===== src/hw/rtl/kdbr_pkg.sv =====
// ---------------------------------------------------------------------------
// kdbr_pkg: shared types and constants of the key digit bin router
// Field widths, request codes, register indexes and the result layout.
// ---------------------------------------------------------------------------
`default_nettype none

package kdbr_pkg;

    localparam int unsigned BIN_IDX_W  = 4;
    localparam int unsigned SLOT_W     = 10;
    localparam int unsigned VALUE_W    = 32;
    localparam int unsigned KEY_W      = 32;
    localparam int unsigned COUNT_W    = 11;
    localparam int unsigned IN_DATA_W  = 64;
    localparam int unsigned OUT_DATA_W = 104;
    localparam int unsigned APB_ADDR_W = 4;
    localparam int unsigned APB_DATA_W = 32;

    // Request kinds carried in the input tuser bit.
    localparam logic REQ_ELEMENT = 1'b0;
    localparam logic REQ_FINISH  = 1'b1;

    // Register index, taken from paddr[3:2].
    typedef enum logic [1:0] {
        CFG_DIGIT_SHIFT = 2'd0,
        CFG_BIN_BITS    = 2'd1,
        CFG_DUMMY_VALUE = 2'd2
    } t_cfg_reg;

    // Result payload, last member in the lowest bits.
    typedef struct packed {
        logic                 overflow;
        logic [COUNT_W-1:0]   pad_count;
        logic [COUNT_W-1:0]   fill_count;
        logic [KEY_W-1:0]     out_key;
        logic [VALUE_W-1:0]   out_value;
        logic [SLOT_W-1:0]    slot_index;
        logic [BIN_IDX_W-1:0] bin_index;
    } t_result;

endpackage : kdbr_pkg

`default_nettype wire


===== src/hw/rtl/key_digit_bin_router_unit.sv =====
// ---------------------------------------------------------------------------
// key_digit_bin_router_unit: merge-split router of a bucket oblivious sort
// Routes elements to bins by a digit of their key, drops dummy elements,
// tracks per-bin fill and reports per-bin fill and pad counts on a finish request.
// ---------------------------------------------------------------------------
//
//  Channel  | Direction | Handshake              | Contents
//  ---------+-----------+------------------------+--------------------------------
//  s_axis   | in        | tvalid / tready        | element or finish request
//  m_axis   | out       | tvalid / tready        | routed element or bin summary
//  apb      | in        | psel / penable, pready | digit_shift, bin_bits, dummy
//
//  An element request passes through the input stage and then the result
//  register; a new request can enter every cycle while m_axis does not stall.
//  A finish request holds the input stage while it emits one summary per
//  active bin (1 to 16 bins) from the fill counters, one per cycle unless m_axis stalls.
//  Reset is synchronous: fill counters clear; valid flags, summary index and
//  configuration registers take their reset values. A stall on m_axis holds the
//  result register and a non-dummy input; one request can still enter while a result waits.
//
`default_nettype none

module key_digit_bin_router_unit
    import kdbr_pkg::*;
#(
    parameter int MAX_BINS     = 16,
    parameter int BUCKET_DEPTH = 1024
) (
    input  wire logic                   i_clk,
    input  wire logic                   i_rst_n,

    input  wire logic                   s_axis_tvalid,
    output logic                        s_axis_tready,
    // [31:0] element_value, [63:32] element_key
    input  wire logic [IN_DATA_W-1:0]   s_axis_tdata,
    // [0] req_type
    input  wire logic                   s_axis_tuser,

    output logic                        m_axis_tvalid,
    input  wire logic                   m_axis_tready,
    // [3:0] bin_index, [13:4] slot_index, [45:14] out_value, [77:46] out_key,
    // [88:78] fill_count, [99:89] pad_count, [100] overflow, [103:101] zero
    output logic [OUT_DATA_W-1:0]       m_axis_tdata,
    // [0] is_summary
    output logic                        m_axis_tuser,
    output logic                        m_axis_tlast,

    input  wire logic                   psel,
    input  wire logic                   penable,
    input  wire logic                   pwrite,
    input  wire logic [APB_ADDR_W-1:0]  paddr,
    input  wire logic [APB_DATA_W-1:0]  pwdata,
    output logic [APB_DATA_W-1:0]       prdata,
    output logic                        pready
);

    localparam int NB      = (MAX_BINS < 16) ? MAX_BINS : 16;
    localparam int IDX_W   = $clog2(NB);
    localparam int FILL_W  = $clog2(BUCKET_DEPTH + 1);
    localparam bit NB_POW2 = ((NB & (NB - 1)) == 0);

    // Weight of key nibble i modulo the bin count.
    function automatic int unsigned nib_weight(input int unsigned i);
        int unsigned p;
        p = 1;
        for (int unsigned j = 0; j < i; j++) begin
            p = (p * 16) % NB;
        end
        return p;
    endfunction

    localparam logic [3:0] NIB_W [8] = '{
        4'(nib_weight(0)), 4'(nib_weight(1)), 4'(nib_weight(2)), 4'(nib_weight(3)),
        4'(nib_weight(4)), 4'(nib_weight(5)), 4'(nib_weight(6)), 4'(nib_weight(7))
    };

    // Residue of a key modulo a bin count that is not a power of two:
    // fold the nibbles twice, then a binary run of compare and subtract.
    function automatic logic [IDX_W-1:0] mod_nb(input logic [KEY_W-1:0] x);
        logic [10:0] s1;
        logic [9:0]  r;
        s1 = '0;
        for (int i = 0; i < 8; i++) begin
            s1 = s1 + 11'(x[4*i +: 4]) * 11'(NIB_W[i]);
        end
        r = 10'(s1[3:0]) + 10'(s1[7:4]) * 10'(NIB_W[1]) + 10'(s1[10:8]) * 10'(NIB_W[2]);
        for (int k = 6; k >= 0; k--) begin
            if (r >= 10'(NB << k)) begin
                r = r - 10'(NB << k);
            end
        end
        return IDX_W'(r);
    endfunction

    // Configuration registers.
    logic [4:0]               r_digit_shift;
    logic [2:0]               r_bin_bits;
    logic signed [VALUE_W-1:0] r_dummy_value;

    // Input stage.
    logic                     r_in_valid;
    logic                     r_in_req;
    logic signed [VALUE_W-1:0] r_in_value;
    logic [KEY_W-1:0]         r_in_key;

    // Result register.
    logic                     r_out_valid;
    t_result                  r_res;
    logic                     r_out_summary;
    logic                     r_out_last;

    logic [FILL_W-1:0]        r_bin_fill [NB];
    logic [IDX_W-1:0]         r_sum_idx;

    logic [2:0]               bits_eff;
    logic [4:0]               bins_pow;
    logic                     bins_cap;
    logic [4:0]               bins_n;
    logic [KEY_W-1:0]         key_shifted;
    logic [IDX_W-1:0]         digit;
    logic                     is_finish;
    logic                     is_dummy;
    logic [IDX_W-1:0]         rd_addr;
    logic [FILL_W-1:0]        rd_fill;
    logic                     bin_full;
    logic [FILL_W-1:0]        pad_val;
    logic                     sum_last;
    logic                     out_free;
    logic                     emit;
    logic                     in_done;
    logic                     fin_step;
    logic                     fill_inc;
    logic                     cfg_wr;
    t_result                  n_res;
    logic                     n_out_last;

    assign bits_eff = (r_bin_bits > 3'd4) ? 3'd4 : r_bin_bits;
    assign bins_pow = 5'd1 << bits_eff;
    assign bins_cap = bins_pow > 5'(NB);
    assign bins_n   = bins_cap ? 5'(NB) : bins_pow;

    assign key_shifted = r_in_key >> r_digit_shift;

    always_comb begin
        if (bins_cap && !NB_POW2) begin
            digit = mod_nb(key_shifted);
        end else begin
            digit = IDX_W'(key_shifted & KEY_W'(bins_n - 5'd1));
        end
    end

    assign is_finish = (r_in_req == REQ_FINISH);
    assign is_dummy  = !is_finish && (r_in_value == r_dummy_value);
    assign rd_addr   = is_finish ? r_sum_idx : digit;
    assign rd_fill   = r_bin_fill[rd_addr];
    assign bin_full  = rd_fill >= FILL_W'(BUCKET_DEPTH);
    assign pad_val   = bin_full ? '0 : FILL_W'(BUCKET_DEPTH) - rd_fill;
    assign sum_last  = (5'(r_sum_idx) + 5'd1) == bins_n;

    assign out_free  = !r_out_valid || m_axis_tready;
    assign emit      = r_in_valid && !is_dummy && out_free;
    assign fin_step  = r_in_valid && is_finish && out_free;
    assign fill_inc  = emit && !is_finish && !bin_full;
    assign in_done   = r_in_valid &&
                       (is_finish ? (out_free && sum_last) : (is_dummy || out_free));

    assign s_axis_tready = !r_in_valid || in_done;

    always_comb begin
        if (is_finish) begin
            n_res.bin_index  = BIN_IDX_W'(r_sum_idx);
            n_res.slot_index = '0;
            n_res.out_value  = '0;
            n_res.out_key    = '0;
            n_res.fill_count = COUNT_W'(rd_fill);
            n_res.pad_count  = COUNT_W'(pad_val);
            n_res.overflow   = 1'b0;
            n_out_last       = sum_last;
        end else begin
            n_res.bin_index  = BIN_IDX_W'(digit);
            n_res.slot_index = bin_full ? '0 : SLOT_W'(rd_fill);
            n_res.out_value  = r_in_value;
            n_res.out_key    = r_in_key;
            n_res.fill_count = '0;
            n_res.pad_count  = '0;
            n_res.overflow   = bin_full;
            n_out_last       = 1'b0;
        end
    end

    always_ff @(posedge i_clk) begin
        if (!i_rst_n) begin
            r_in_valid  <= 1'b0;
            r_out_valid <= 1'b0;
            r_sum_idx   <= '0;
            for (int i = 0; i < NB; i++) begin
                r_bin_fill[i] <= '0;
            end
        end else begin
            if (s_axis_tvalid && s_axis_tready) begin
                r_in_valid <= 1'b1;
                r_in_req   <= s_axis_tuser;
                r_in_value <= s_axis_tdata[VALUE_W-1:0];
                r_in_key   <= s_axis_tdata[IN_DATA_W-1:VALUE_W];
            end else if (in_done) begin
                r_in_valid <= 1'b0;
            end

            if (out_free) begin
                r_out_valid <= emit;
            end
            if (emit) begin
                r_res         <= n_res;
                r_out_summary <= is_finish;
                r_out_last    <= n_out_last;
            end

            if (fin_step) begin
                r_sum_idx <= sum_last ? '0 : r_sum_idx + IDX_W'(1);
            end

            if (fin_step && sum_last) begin
                for (int i = 0; i < NB; i++) begin
                    r_bin_fill[i] <= '0;
                end
            end else if (fill_inc) begin
                r_bin_fill[rd_addr] <= rd_fill + FILL_W'(1);
            end
        end
    end

    assign m_axis_tvalid = r_out_valid;
    assign m_axis_tdata  = {3'b000, r_res};
    assign m_axis_tuser  = r_out_summary;
    assign m_axis_tlast  = r_out_last;

    // Configuration port.
    assign pready = 1'b1;
    assign cfg_wr = psel && penable && pwrite && pready;

    always_ff @(posedge i_clk) begin
        if (!i_rst_n) begin
            r_digit_shift <= 5'd0;
            r_bin_bits    <= 3'd1;
            r_dummy_value <= -32'sd1;
        end else if (cfg_wr) begin
            unique case (t_cfg_reg'(paddr[3:2]))
                CFG_DIGIT_SHIFT: r_digit_shift <= pwdata[4:0];
                CFG_BIN_BITS:    r_bin_bits    <= pwdata[2:0];
                CFG_DUMMY_VALUE: r_dummy_value <= pwdata;
                default: ;
            endcase
        end
    end

    always_comb begin
        unique case (t_cfg_reg'(paddr[3:2]))
            CFG_DIGIT_SHIFT: prdata = {27'd0, r_digit_shift};
            CFG_BIN_BITS:    prdata = {29'd0, r_bin_bits};
            CFG_DUMMY_VALUE: prdata = r_dummy_value;
            default:         prdata = '0;
        endcase
    end

    // A fill counter never goes past the bucket depth.
    a_fill_bound: assert property (@(posedge i_clk) disable iff (!i_rst_n)
        r_in_valid |-> (rd_fill <= FILL_W'(BUCKET_DEPTH)))
        else $error("bin fill count above bucket depth");

    // Completing a finish leaves the first bin empty on the next cycle.
    a_finish_clears: assert property (@(posedge i_clk) disable iff (!i_rst_n)
        (fin_step && sum_last) |=> (r_bin_fill[0] == '0))
        else $error("fill counters not cleared after finish");

    // An overflowed element never carries a slot.
    a_ovf_slot: assert property (@(posedge i_clk) disable iff (!i_rst_n)
        (m_axis_tvalid && r_res.overflow) |-> (r_res.slot_index == '0 && !m_axis_tuser))
        else $error("overflow result with a slot or on a summary");

    // Only a summary closes a run.
    a_last_summary: assert property (@(posedge i_clk) disable iff (!i_rst_n)
        (m_axis_tvalid && m_axis_tlast) |-> m_axis_tuser)
        else $error("tlast on an element result");

endmodule : key_digit_bin_router_unit

`default_nettype wire

===== config.mk =====
export PLATFORM = sky130hd
export DESIGN_NAME = key_digit_bin_router_unit
export DESIGN_NICKNAME = d
export VERILOG_FILES = /design/src/hw/rtl/kdbr_pkg.sv /design/src/hw/rtl/key_digit_bin_router_unit.sv
export SDC_FILE = /design/constraint.sdc
export NUM_CORES = 1
export LEC_CHECK = 0
export BUFFER_PORTS_ARGS = -buffer_cell sky130_fd_sc_hd__buf_2
export CAP_MARGIN = 5
export CORE_ASPECT_RATIO = 2
export CORE_MARGIN = 4
export CORE_UTILIZATION = 40
export CTS_CLUSTER_DIAMETER = 50
export DETAILED_ROUTE_END_ITERATION = 8
export PLACE_DENSITY = 0.67
export SYNTH_ARGS = -nofsm -noshare
export SYNTH_HDL_FRONTEND = slang
export SYNTH_SLANG_ARGS = --single-unit

===== constraint.sdc =====
create_clock -name i_clk -period 6.5 [get_ports i_clk]
set_input_delay 0.325 -clock i_clk [delete_from_list [all_inputs] [get_ports i_clk]]
set_output_delay 0.325 -clock i_clk [all_outputs]
set_load 0.02 [all_outputs]

==> results.cfg, run 1 <==
[clock_network]
root_buffer = clkbuf_16
clk_latency_ns = 0.56
post_cts_buffers = 0
cts_tree = built
cts_buffer_depth = 3
cts-buffers-inserted = 36
cts_max_level = 2
clk_pin_slew_ns = 0.07
cts_sinks = 390

[route]
drcViolationCount = 0
vias_per_cell = 5.98
drtIter0Drc = 1257
dr_wl_met3_mm = 3.74
vias = 14400
drtPass1Iterations = 5
post_drt_wl_per_cell_um = 24.5
highest_layer = met4
wl_met2_mm = 31.5
met1_length_mm = 18.5
postRouteWirelength_mm = 58.8
postRouteAntennaNets = 0

[layout]
layout_common_cells = 344 x edfxtp_1, 242 x buf_2, 138 x nand2_1, 97 x nor3_1, 93 x dlygate4sd3_1
layout_commonest_cell = edfxtp_1
diodes = 0
drive_gt1_frac = 0.242
fin_util = 0.491
syn_to_final_growth_pct = 21.5
fin_nets = 1919
fill_cells = 3970

[synth]
ys_seq_elements = 390
synth_cell_types = 80
syn_area_mm2 = 0.0185
ys_seq_area_frac = 0.608
yosysWarnings = 0
syn_inst = 1493
synth_edf_count = 344
postSynth.topFlopCell = edfxtp_1
avgSynthCellArea_um2 = 12.4
async_flop_share = 0

[sta]
max_freq_mhz = 170
hold_ws_ns = 0.0228
skew_ns = 0.0383
fin_crit_sh = 0.907
finalSetupTns_ns = 0
tightest_slew_ns = 1.29
hold_viol_final = 0
finalMaxSlewViolations = 0
finalCriticalPeriod_ns = 5.90
setup_viol = 0
rsz0062_at_grt = no
slew_headroom = 0.138

[grt]
grt_max_degree = 112
grt.total_usage = 0.227
grt_pass1_vias = 15000
grt_first_pass_wirelength_mm = 88.1
gr-total-overflow = 0
antenna_found_initial = 0

[pwr]
ir_drop_uv = 253
total_power_mw = 5.79
leakagePower_nw = 7.93
power_density_mw_per_mm2 = 257

[critical_path]
crit_required_ns = 6.74
worst_ep_arrival_time_ns = 6.13
crit_path_start_kind = flip-flop
critPathMaxFanout = 53
crit_path_end_kind = flip-flop
crit_type = reg -> reg

[die]
io_pins = 249
fp.dieH_um = 312
die_x_um = 160
std_cell_rows = 111
initial_utilization = 0.404
die_area_mm2 = 0.0500
coreArea_mm2 = 0.0458

[flow_run]
drv_cap = 0

[placement]
dp_hpwl_mm = 39.8
port_buffers = 242
gp_congestion = 0.885

[hold_path]
min_path_type = in -> reg

[run_status]
status = finished clean
==> kinds of logic after synthesis <==
kind of cell    after synthesis  share of synthesized area
flops                       390                      0.608
xor+xnor                     45                     0.0213
other cells                   2                   0.000406
simple gates                579                      0.171
mux                          70                     0.0525
buf+inv                     144                     0.0403
fa+ha+maj                     3                    0.00203
compound gates              260                      0.105
==> through the flow <==
step           cells  instance area [um^2]  setup WS (ns)
4_1_cts         2398                 22500          0.566
6_report        2399                 22500          0.604
5_1_grt         2399                 22500          0.354
3_5_place_dp    2241                 20400          0.574
2_1_floorplan   1495                 18500          0.439
3_3_place_gp    2241                 20400          0.788
==> repair_timing <==
item,4_1_cts,5_1_grt
resized for setup,0,0
setup endpoints to repair,0,0
endpoints found under the hold margin,93,0
hold buffers,93,0
==> cells in the mapped netlist, types with 15 or more instances <==
library cell,number,area (um^2)
o21ai_0,18,90.1
mux2i_1,42,420
xnor2_1,38,333
buf_2,33,165
buf_4,17,128
clkbuf_1,63,236
mux4_2,21,473
a21oi_1,50,250
nand2_1,138,518
and2_1,32,200
nor2b_1,75,469
o31ai_1,19,143
nand3_1,59,295
a21boi_0,21,158
a221oi_1,15,131
a211oi_1,76,571
edfxtp_1,344,10300
nor3_1,97,485
nor2_1,54,203
dfxtp_1,46,921
nor4_1,38,238
==> metal layers <==
layer	global-route usage	vias up
met5	0	-
met4	0.171	0
met3	0.0319	232
met2	0.423	804
met1	0.224	6995
li1	-	6324
==> report_power, final <==
group	switching, mW	internal (mW)
combinational	0.473	0.245
sequential	0.0452	2.82
clock	0.968	1.23
==> worst max-delay path, stage by stage (launching register included) <==
cell and delay (ns):
dfxtp_1 0.65, inv_2 0.20, mux4_2 0.46, or4_1 0.46
nand2_1 0.17, nor2_4 0.06, inv_4 0.56, mux2i_1 0.27
a221oi_1 0.14, nor4_2 0.81, and4_1 0.46, a41oi_4 0.24
buf_12 0.24, o31ai_1 0.47, buf_4 0.34
==> sequential cells by signal, summed over array words and instances (netlist names) <==
signal / count
r_digit_shift: 5
m_axis_tlast: 1
m_axis_tdata: 101
r_sum_idx: 4
r_in_key: 32
r_bin_fill: 176
r_dummy_value: 32
is_finish: 1
m_axis_tvalid: 1
r_bin_bits: 3
r_in_valid: 1
m_axis_tuser: 1
r_in_value: 32
==> path summary, 6_finish.rpt <==
| check | start | to | slack (ns) | cells past startpoint |
|---|---|---|---|---|
| worst max-delay path | r_digit_shift[1]$_SDFFE_PN0P_ | r_bin_fill[8][2]$_SDFFCE_PN0P_ | 0.60 | 14 |
| worst min-delay path | pwdata[13] | r_dummy_value[13]$_SDFFE_PN1P_ | 0.02 | 3 |
| worst max register to register | r_digit_shift[1]$_SDFFE_PN0P_ | r_bin_fill[8][2]$_SDFFCE_PN0P_ | 0.60 | 14 |
| worst min register to register | r_dummy_value[18]$_SDFFE_PN1P_ | r_dummy_value[18]$_SDFFE_PN1P_ | 0.49 | 2 |
==> layout make-up <==
class	count	area (um^2)	share of cell area
multi-input combinational	961	6560	0.292
tap	565	707	0.0314
clock buffer	43	968	0.0431
sequential	390	11300	0.500
clock inverter	21	226	0.0101
inverter	15	58.8	0.00261
timing repair buffer	404	2720	0.121
Note: power is estimated with default switching activity, not from simulation.
==> inputs of run 2 (changes only) <==
- PLACE_DENSITY: 0.67 -> 0.64
- SKIP_CTS_REPAIR_TIMING: unset -> 1
==> results.cfg, run 2 (same netlist as run 1, synthesis figures left out) <==
[grt]
grt_pass1_vias = 14200
grt.total_usage = 0.222
gr-total-overflow = 0
antenna_found_initial = 0
grt_max_degree = 104
grt_first_pass_wirelength_mm = 85.4

[layout]
fill_cells = 4070
largest_reg_flops = 176
layout_commonest_cell = edfxtp_1
fin_nets = 1906
fin_util = 0.487
diodes = 0
drive_gt1_frac = 0.246
register_area_mm2 = 0.0113
top_register = r_bin_fill
syn_to_final_growth_pct = 20.5
multiInputGateArea_mm2 = 0.00656
layout_common_cells = 344 x edfxtp_1, 242 x buf_2, 138 x nand2_1, 97 x nor3_1, 76 x a211oi_1

[die]
initial_utilization = 0.404
std_cell_rows = 111
die_area_mm2 = 0.0500
coreArea_mm2 = 0.0458
fp.dieH_um = 312
die_x_um = 160
io_pins = 249

[critical_path]
crit_required_ns = 6.73
crit_type = reg -> reg
reg2reg_from = r_digit_shift[3]$_SDFFE_PN0P_
worst_ep_arrival_time_ns = 6.10
crit_chain = mux2_2, a22oi_1, a211oi_1, a211oi_2, buf_12, and2_1, inv_2, buf_4, a211oi_1, a211oi_1, or4_1, nor3_1, a41oi_4, buf_12, o31ai_1, buf_4
r2r-end = r_bin_fill[11][0]$_SDFFCE_PN0P_
slowest_stage = dfxtp_1
crit_path_end_kind = flip-flop
reg2reg_depth = 16
r2r_slack_ns = 0.63
cpPeakStageDelay_ns = 0.68
crit_top_cell = a211oi_1
startpoint = r_digit_shift[3]$_SDFFE_PN0P_
critPathMaxFanout = 34
crit_end = r_bin_fill[11][0]$_SDFFCE_PN0P_
crit_path_start_kind = flip-flop

[sta]
slew_headroom = 0.0967
setup_viol = 0
finalSetupTns_ns = 0
hold_ws_ns = -0.0000836
tightest_slew_ns = 1.35
rsz0062_at_grt = no
finalMaxSlewViolations = 0
hold_viol_final = 1
max_freq_mhz = 170
finalCriticalPeriod_ns = 5.87
fin_crit_sh = 0.903
skew_ns = 0.0238

[placement]
gp_congestion = 0.889
port_buffers = 242
dp_hpwl_mm = 41.0

[route]
postRouteAntennaNets = 0
post_drt_wl_per_cell_um = 24.4
postRouteWirelength_mm = 58.3
drcViolationCount = 0
drtPass1Iterations = 5
vias_per_cell = 5.87
drtIter0Drc = 957
vias = 14000

[clock_network]
cts_tree = built
cts_buffer_depth = 3
clk_pin_slew_ns = 0.07
root_buffer = clkbuf_16
cts_sinks = 390
cts_max_level = 2
clk_latency_ns = 0.54
cts-buffers-inserted = 36

[pwr]
ir_drop_uv = 211
power_density_mw_per_mm2 = 256
leakagePower_nw = 7.86

[run_status]
violations = negative hold slack
status = finished, violations left

[hold_path]
min_path_type = in -> reg

[flow_run]
drv_cap = 0
-- run 2: cell count changes in the layout (fill, tap and decap cells not counted), sizes merged --
cell / before / now
buf: 311 / 320
bufinv: 4 / 2
clkbuf: 43 / 45
clkinv: 13 / 15
dlygate4sd3: 93 / 71
inv: 18 / 15
-- run 2: worst min-delay path by stage --
stage	from	to	slack (ns)	cells after the start
detailed placement	r_dummy_value[17]$_SDFFE_PN1P_	r_dummy_value[17]$_SDFFE_PN1P_	0.49	2
CTS	s_axis_tdata[53]	r_in_key[21]$_DFFE_PP_	-0.07	1
global route	pwdata[24]	r_dummy_value[24]$_SDFFE_PN1P_	0.001	3
global placement	r_dummy_value[8]$_SDFFE_PN1P_	r_dummy_value[8]$_SDFFE_PN1P_	0.48	2
floorplan	s_axis_tuser	is_finish$_DFFE_PP_	0.42	0
finish	pwdata[16]	r_dummy_value[16]$_SDFFE_PN1P_	-0.00008	3
-- run 2: area by class of cell --
class                   count  area share
flip-flops and latches    390       0.504
multi-input cells         961       0.294
repair buffers            391       0.116
clock buffers              45      0.0452
well taps                 565      0.0317
clock inverters            18     0.00656
inverters                  15     0.00264
-- run 2: per-layer routing --
| layer | track usage | routed length [um] | vias up |
|---|---|---|---|
| met5 | 0 | 0 | - |
| met4 | 0.137 | 3810 | 0 |
| met3 | 0.0314 | 3500 | 171 |
| met2 | 0.428 | 32500 | 666 |
| met1 | 0.220 | 18500 | 6860 |
| li1 | - | - | 6292 |
-- run 2: metrics by stage --
stage | area (um^2) | worst slack, ns | total power, mW | std cells
final | 22300 | 0.628 | 5.70 | 2385
after global routing | 22300 | 0.435 | 5.90 | 2385
after CTS | 21600 | 0.671 | 5.71 | 2314
after detailed placement | 20400 | 0.692 | 3.61 | 2251
after global placement | 20400 | 0.816 | 3.59 | 2251
after floorplan | 18500 | 0.439 | 3.32 | 1495
-- run 2: report_power, final --
part           switching [mW]  internal [mW]  total [mW]
sequential             0.0437           2.83        2.87
clock                   0.928           1.18        2.11
combinational           0.480          0.243       0.723
-- run 2: worst max-delay path, delay by kind of cell (launching register included) --
family,cells,cell delay (ns)
multiplexers,1,0.40
AND/OR/NAND/NOR,3,1.26
buffers and inverters,5,1.22
AO/OA/AOI/OAI,7,1.93
flip-flops,1,0.68
